### config.mk
export PLATFORM = sky130hd
export DESIGN_NAME = pmfa_out_reg
export DESIGN_NICKNAME = d
export VERILOG_FILES = /design/src/hw/rtl/pmfa_pkg.sv /design/src/hw/rtl/pmfa_out_reg.sv
export SDC_FILE = /design/constraint.sdc
export NUM_CORES = 1
export LEC_CHECK = 0
export BUFFER_PORTS_ARGS = -buffer_cell sky130_fd_sc_hd__buf_4
export CAP_MARGIN = 20
export CORE_MARGIN = 2
export CORE_UTILIZATION = 39
export CTS_BUF_LIST = sky130_fd_sc_hd__clkbuf_8 sky130_fd_sc_hd__clkbuf_16
export DETAILED_ROUTE_END_ITERATION = 8
export PLACE_DENSITY = 0.76
export SLEW_MARGIN = 20
export SYNTH_ARGS = -nofsm -noshare
export SYNTH_HDL_FRONTEND = slang
export SYNTH_SLANG_ARGS = --single-unit
### constraint.sdc
create_clock -name clk -period 1.39 [get_ports clk]
set_input_delay 0.278 -clock clk [delete_from_list [all_inputs] [get_ports clk]]
set_output_delay 0.278 -clock clk [all_outputs]
set_load 0.005 [all_outputs]
### src/hw/rtl/pmfa_pkg.sv
`timescale 1ns / 1ps
// ----------------------------------------------------------------------------
// pmfa_pkg
// Shared types and fixed field widths of the paged memory frame allocator.
// ----------------------------------------------------------------------------
package pmfa_pkg;

  localparam int KIND_W     = 2;
  localparam int PID_W      = 4;
  localparam int SIZE_W     = 21;
  localparam int VA_W       = 20;
  localparam int BYTE_W     = 8;
  localparam int IN_DATA_W  = 56;  // pid, size, address, byte = 53 bits, byte padded
  localparam int OUT_DATA_W = 32;  // start, byte = 28 bits, byte padded
  localparam int SUM_W      = SIZE_W + 1;

  typedef enum logic [KIND_W-1:0] {
    KIND_ALLOC = 2'd0,
    KIND_FREE  = 2'd1,
    KIND_READ  = 2'd2,
    KIND_WRITE = 2'd3
  } kind_t;

  typedef struct packed {
    logic [BYTE_W-1:0] read_byte;
    logic [VA_W-1:0]   region_start;
    logic              failed;
  } result_t;

endpackage

### src/hw/rtl/pmfa_out_reg.sv
`timescale 1ns / 1ps
// ----------------------------------------------------------------------------
// pmfa_out_reg
// Result holding register between the controller and the output stream.
// ----------------------------------------------------------------------------
module pmfa_out_reg (
  input  logic               clk,
  input  logic               rst,
  input  logic               load,
  input  pmfa_pkg::result_t  res,
  output logic               can_load,
  output logic               tvalid,
  input  logic               tready,
  output pmfa_pkg::result_t  res_q
);

  // free when empty or being drained this cycle
  assign can_load = !tvalid || tready;

  always_ff @(posedge clk) begin
    if (rst) begin
      tvalid <= 1'b0;
    end else if (load && can_load) begin
      tvalid <= 1'b1;
    end else if (tready) begin
      tvalid <= 1'b0;
    end
  end

  always_ff @(posedge clk) begin
    if (load && can_load) begin
      res_q <= res;
    end
  end

endmodule

==> results of run 1 <==
==> state kept, by name, summed over array words and instances (netlist names) <==
register  cells
res_q        29
tvalid        1
==> final cells by class <==
type | instances | share of cell area
inverters | 1 | 0.00249
clock inverters | 2 | 0.00497
flip-flops and latches | 30 | 0.590
repair buffers | 63 | 0.313
well taps | 28 | 0.0232
clock buffers | 5 | 0.0456
multi-input cells | 3 | 0.0207
==> where the power goes <==
group / internal (mW) / switching (mW) / total, mW
combinational: 0.119 / 0.0600 / 0.179
sequential: 1.06 / 0.0150 / 1.07
clock: 0.328 / 0.262 / 0.590
==> layer usage <==
layer  vias to the layer above  wire length (um)
met1                       252               584
met2                        44               815
met4                         0                32
met3                         5               245
li1                        270                 -
met5                         -                 0
==> worst register-to-register path, delay by kind of cell (launching register included) <==
family / cells / cell delay, ns
flip-flops: 1 / 0.33
AND/OR/NAND/NOR: 2 / 0.48
==> kinds of logic after synthesis <==
| group | Yosys count | share of synthesized area |
|---|---|---|
| flip-flops | 30 | 0.962 |
| AO/OA/AOI/OAI | 1 | 0.00946 |
| buffers and inverters | 1 | 0.00405 |
| AND/OR/NAND/NOR | 2 | 0.0243 |
==> worst min-delay path by stage <==
stage                     startpoint  slack [ns]  depth (start not counted)     end
after floorplan                  rst        0.34                          1  tvalid
after global placement           rst        0.43                          2  tvalid
after detailed placement         rst        0.44                          2  tvalid
after CTS                        rst        0.16                          2  tvalid
after global routing             rst        0.16                          2  tvalid
final                            rst        0.17                          2  tvalid
==> Yosys cell counts <==
cell and n:
dfxtp_1 1, nand2b_4 1, a21oi_2 1, and2_4 1, edfxtp_1 29, inv_1 1
==> stage by stage <==
| stage | total power, mW | instance area, um^2 | worst slack, ns | hold slack [ns] | instances |
|---|---|---|---|---|---|
| floorplan | 1.12 | 926 | 0.324 | 0.340 | 34 |
| global placement | 1.26 | 1430 | 0.196 | 0.433 | 125 |
| detailed placement | 1.27 | 1430 | 0.176 | 0.444 | 125 |
| CTS | 1.86 | 1510 | 0.242 | 0.164 | 132 |
| global route | 1.91 | 1510 | 0.171 | 0.164 | 132 |
| finish | 1.84 | 1510 | 0.240 | 0.169 | 132 |
==> results.md, run 1 <==
- Busiest grt layer: met2
- Pleak: 0.657 nW
- H-Tree Level Count: 2
- Power per cell area: 1220 nW/um^2
- R2R Path End: res_q[6]
- Crit path cell chain: nand2b_4, and2_4
- Crit path launch type: flop
- Drt wl/cell: 12.7 um
- Die area: 2780 um^2
- Worst R2R Setup Slack: 0.24 ns
- Synth area leaders: edfxtp_1 94%, dfxtp_1 2.2%, nand2b_4 1.5%, a21oi_2 0.95%, and2_4 0.95%
- RD Place Congestion: 0.655
- Clk slew on worst S/H paths: 0.06 ns
- Net Count, Synth: 67
- Fin nets: 137
- Most frequent cells in the layout: 63 x buf_4, 29 x edfxtp_1, 5 x clkbuf_8, 3 x inv_1
- Largest net degree at the start of global routing: 30
- Die Wd: 52.7 um
- Clk buf depth: 2
- Clock skew: 0.00290 ns
- Tcrit/Tclk final: 0.827
- I/O Buffers: 63
- Post-Syn Instances: 34
- Diodes inserted: 0
- Cts hold-fix bufs: 0
- Hold crit path type: input port to flop
- Avg Cell Area, Syn: 27.2 um^2
- CP Data Required Time: 1.31 ns
- Peak supply drop: 0.888 mV
- Critical Path Sink: res_q[6]
- Final WL: 1680 um
- Crit-path leading delay family: simple AND/OR/NAND/NOR gates
- Multi-input gate area: 31.3 um^2
- Row cnt: 17
- Layout cells sized above 1: 0.683
- Sum of negative setup slack: 0 ns
- Gr ovfl total: 0
- Iteration-0 DRC Markers: 1
- Met2 Resource Use GR: 0.198
- Final setup viols: 0
- Yosys top cell by area: edfxtp_1
- Synthesis-to-layout area growth: 63.1%
- Num CTS Buffers: 5
- RSZ-0062 raised after global routing: no
- Clk_lat worst skew: 0.26 ns
- Initial antenna violation count: 0
- Layout fillers: 154
- Drt drc: 0
- Post-synth top area share: 0.941
- Worst path max stage delay: 0.38 ns
- Critical path peak fanout: 29
- Synth Cell Area: 926 um^2
- Fin crit period: 1.15 ns
- Nature of the critical path endpoint: flop
- Io pins: 64
- Worst EP arrival: 1.07 ns
- Routed via count: 571
- Commonest non-fill, non-tap cell in the layout: buf_4
- CP bufs+invs: 0
- Max-slew violation count: 0
- Reg2Reg Launch Point: tvalid
- Max_cap viols: 0
- Worst path depth: 2
- GRT Total Usage: 0.134
- Crit path from: tvalid
- Slew HR: 0.754
- First-pass GRT wire length: 2450 um
- Seq cells post-synth: 30
- Final count of hold timing violations: 0
- Post-CTS setup buffer count: 0
- Final core occ: 0.676
- Worst Tran Pin Value: 0.369 ns
- Clk sink count: 30
- Fmax achieved: 870 MHz
- Crit path kind: flop to flop
- First-pass detailed-route iteration total: 2
- Met1 usage in global routing: 0.145
- Final ANT Viol Nets: 0
- Yosys cell types: 6
- Met3 Use GR: 0.0771
- CTS tree: done
- Clock Tree Root: clkbuf_8
- PostCTS Resize Cnt: 0
- Yosys warns: 0
- Initial Utilization: 0.415
- Die H: 52.7 um
- CP max stage cell: and2_4
- Vias per cell: 4.33
- Register area share after synthesis: 0.962
- Seq. cell area: 891 um^2
- Vias in the first global route: 556
- Core area: 2230 um^2
- Status: complete, no violations
- Reg2Reg Depth: 2
Power figures use the tool's default switching activity.
==> run 2, diff against run 1 <==
ABC_AREA = 1   (was not set)
CORE_UTILIZATION = 35   (was 39)
PLACE_DENSITY = 0.73   (was 0.76)
clock period = 0.95 ns   (was 1.39 ns; I/O delays follow)
==> results.md, run 2 <==
- Status: complete, but fails checks
- Failing checks: negative setup slack
- RD Place Congestion: 0.761 (+16%)
- Layout fillers: 181 (+18%)
- Nature of the critical path endpoint: flop
- Die H: 55.2 um (+4.7%)
- Post-route insts no fill: 140 (+6.1%)
- Largest reg by FF count: res_q
- Die area: 3050 um^2 (+9.7%)
- Combinational share of power: 0.113 (+0.016)
- Power per cell area: 1700 nW/um^2 (+40%)
- CP Data Required Time: 0.92 ns (-0.39 ns)
- First-pass detailed-route iteration total: 3 (+1)
- Gr ovfl total: 0 (unchanged)
- Synthesis-to-layout area growth: 74.1%
- Max reg flops: 29 (unchanged)
- Yosys cell types: 7 (+1)
- Post-synth top area share: 0.948 (+0.00769)
- Flop pwr share: 0.576 (-0.006)
- Final setup viols: 50 (+50)
- Routed via count: 602 (+5.4%)
- Crit path kind: flop to flop
- Drt drc: 0 (unchanged)
- Switching pwr: 0.498 mW (+48%)
- Ys async rst share: 0 (unchanged)
- Hold crit path type: input port to flop
- Final WL: 1930 um (+15%)
- Seq cells post-synth: 30 (unchanged)
- Clk_lat worst skew: 0.26 ns (about the same)
- Final ANT Viol Nets: 0 (unchanged)
- Iteration-0 DRC Markers: 9 (+8)
- Io pins: 64 (unchanged)
- Diodes inserted: 0 (unchanged)
- Largest net degree at the start of global routing: 22 (-27%)
- Most numerous cell in the Yosys netlist: edfxtp_1
- Slew HR: 0.894 (+0.139)
- Avg Cell Area, Syn: 26.2 um^2 (-3.6%)
- Net Count, Synth: 68 (+1.5%)
- Reg2Reg Depth: 3 (+1)
- Die Wd: 55.2 um (+4.7%)
- Largest registers: res_q: 29 flops, tvalid: 1 flops
- Crit path cell chain: buf_6, a21oi_4, buf_12
- Fin nets: 144 (+5.1%)
- Clock Tree Root: clkbuf_8
- WHS: 0.0649 ns (-0.104 ns)
- I/O Buffers: 63 (unchanged)
- Clk sink count: 30 (unchanged)
- Cts hold-fix bufs: 0 (unchanged)
- Yosys warns: 0 (unchanged)
- Sum of negative setup slack: -3.81 ns (-3.81 ns)
- Critical path peak fanout: 21 (-28%)
- Register area share after synthesis: 0.970 (+0.00787)
- Most frequent cells in the layout: 62 x buf_4, 29 x edfxtp_1, 6 x buf_6, 5 x clkbuf_8
- Hold Path Depth: 2 (unchanged)
- Initial Utilization: 0.371 (-0.0439)
- Vias per cell: 4.30 (-0.60%)
- Synth Cell Area: 918 um^2 (-0.81%)
- H-Tree Level Count: 2 (unchanged)
- Clk slew on worst S/H paths: 0.06 ns (about the same)
- Initial antenna violation count: 0 (unchanged)
- Core area: 2480 um^2 (+11%)
- Hpwl dp: 1520 um
- Worst Tran Pin Value: 0.159 ns (-0.209 ns)
- Final count of hold timing violations: 0 (unchanged)
- Max-slew violation count: 0 (unchanged)
- Vias in the first global route: 578 (+4.0%)
- Max_cap viols: 0 (unchanged)
- Crit-path leading delay family: flip-flops
- Drt wl/cell: 13.8 um (+8.7%)
- GRT Total Usage: 0.135 (+0.000774)
- Fin crit period: 1.08 ns (-0.0705 ns)
- Post-Syn Instances: 35 (+2.9%)
- Commonest non-fill, non-tap cell in the layout: buf_4
- DP Cell Count: 133 (+6.4%)
- CTS tree: done
- Crit path launch type: flop
- EDFF count, synth: 29 (unchanged)
- First-pass GRT wire length: 2950 um (+20%)
- Pleak: 0.693 nW (+5.5%)
- Row cnt: 18 (+1)
- Synth area leaders: edfxtp_1 95%, dfxtp_1 2.2%, a21oi_2 0.95%, nand2_2 0.68%, a21oi_1 0.54%
- Yosys top cell by area: edfxtp_1
- Worst path depth: 3 (+1)
- CP bufs+invs: 2 (+2)
- P_int: 2.23 mW (+48%)
- Clk buf depth: 2 (unchanged)
- Worst EP arrival: 1.05 ns (-0.02 ns)
- Layout cells sized above 1: 0.718 (+0.0355)
- Num CTS Buffers: 5 (unchanged)
- Fmax achieved: 926 MHz (+6.5%)
- Worst setup margin: -0.129 ns (-0.369 ns)
- Worst path max stage delay: 0.32 ns (-0.06 ns)
- Tcrit/Tclk final: 1.14 (+0.309)
- Peak supply drop: 1.37 mV (+54%)
- Clk pwr share: 0.310 (-0.011)
- Post-synth top flop: edfxtp_1
- Clock skew: 0.00675 ns (+0.00385 ns)
- CP max stage cell: dfxtp_2
- RSZ-0062 raised after global routing: yes
- Net Sw Frac: 0.183 (-0.000205)
[run 2: power by group through the flow]
stage	logic [mW]	clock network [mW]	registers [mW]
finish	0.309	0.845	1.57
global route	0.331	0.932	1.58
CTS	0.310	0.876	1.57
detailed placement	0.297	0	1.60
global placement	0.291	0	1.59
floorplan	0.0350	0	1.60
[run 2: final cells by class]
class	instances	area (um^2)	share of cell area
Timing Repair Buffer	69	553	0.346
Tap cell	30	37.5	0.0235
Clock inverter	1	3.75	0.00235
Sequential cell	30	892	0.558
Clock buffer	5	68.8	0.0430
Inverter	2	7.51	0.00469
Multi-Input combinational cell	3	36.3	0.0227
[run 2: cell families (layout without fill, tap and decap cells)]
logic type	Yosys count	in the layout	synth area share
buffers and inverters	2	77	0.00817
flip-flops	30	30	0.970
AND/OR/NAND/NOR	1	1	0.00682
AO/OA/AOI/OAI	2	2	0.0150
[run 2: worst paths after layout]
| check | end | slack [ns] | start |
|---|---|---|---|
| max | res_q[20] | -0.13 | tvalid |
| min | tvalid | 0.06 | rst |
| max reg2reg | res_q[20] | -0.13 | tvalid |
| min reg2reg | tvalid | 0.60 | tvalid |
[run 2: layer usage]
layer  track usage  part of all wire  up-vias
met4        0.0627             0.020        0
met1         0.149              0.38      271
li1              -                 -      285
met3        0.0913              0.13        4
met2         0.201              0.46       42
met5             0                 0        -
[run 2: worst reg2reg max path, delay by kind of cell, from the launching register on]
family	cells	cell delay, ns
flops	1	0.32
compound gates	1	0.16
buf+inv	2	0.30
[run 2: timing repair]
item	4_1_cts	5_1_grt
setup endpoints to repair	59	60
cloned	0	0
setup buffers	1	0
gates resized for setup	4	3
[run 2: metrics by stage]
step | area [um^2] | power [mW] | utilization | setup WS, ns
2_1_floorplan | 931 | 1.64 | - | -0.313
3_3_place_gp | 1490 | 1.88 | 0.602 | -0.0203
3_5_place_dp | 1490 | 1.89 | 0.602 | -0.0325
4_1_cts | 1590 | 2.76 | 0.641 | -0.126
5_1_grt | 1600 | 2.84 | 0.645 | -0.166
6_report | 1600 | 2.72 | 0.645 | -0.129
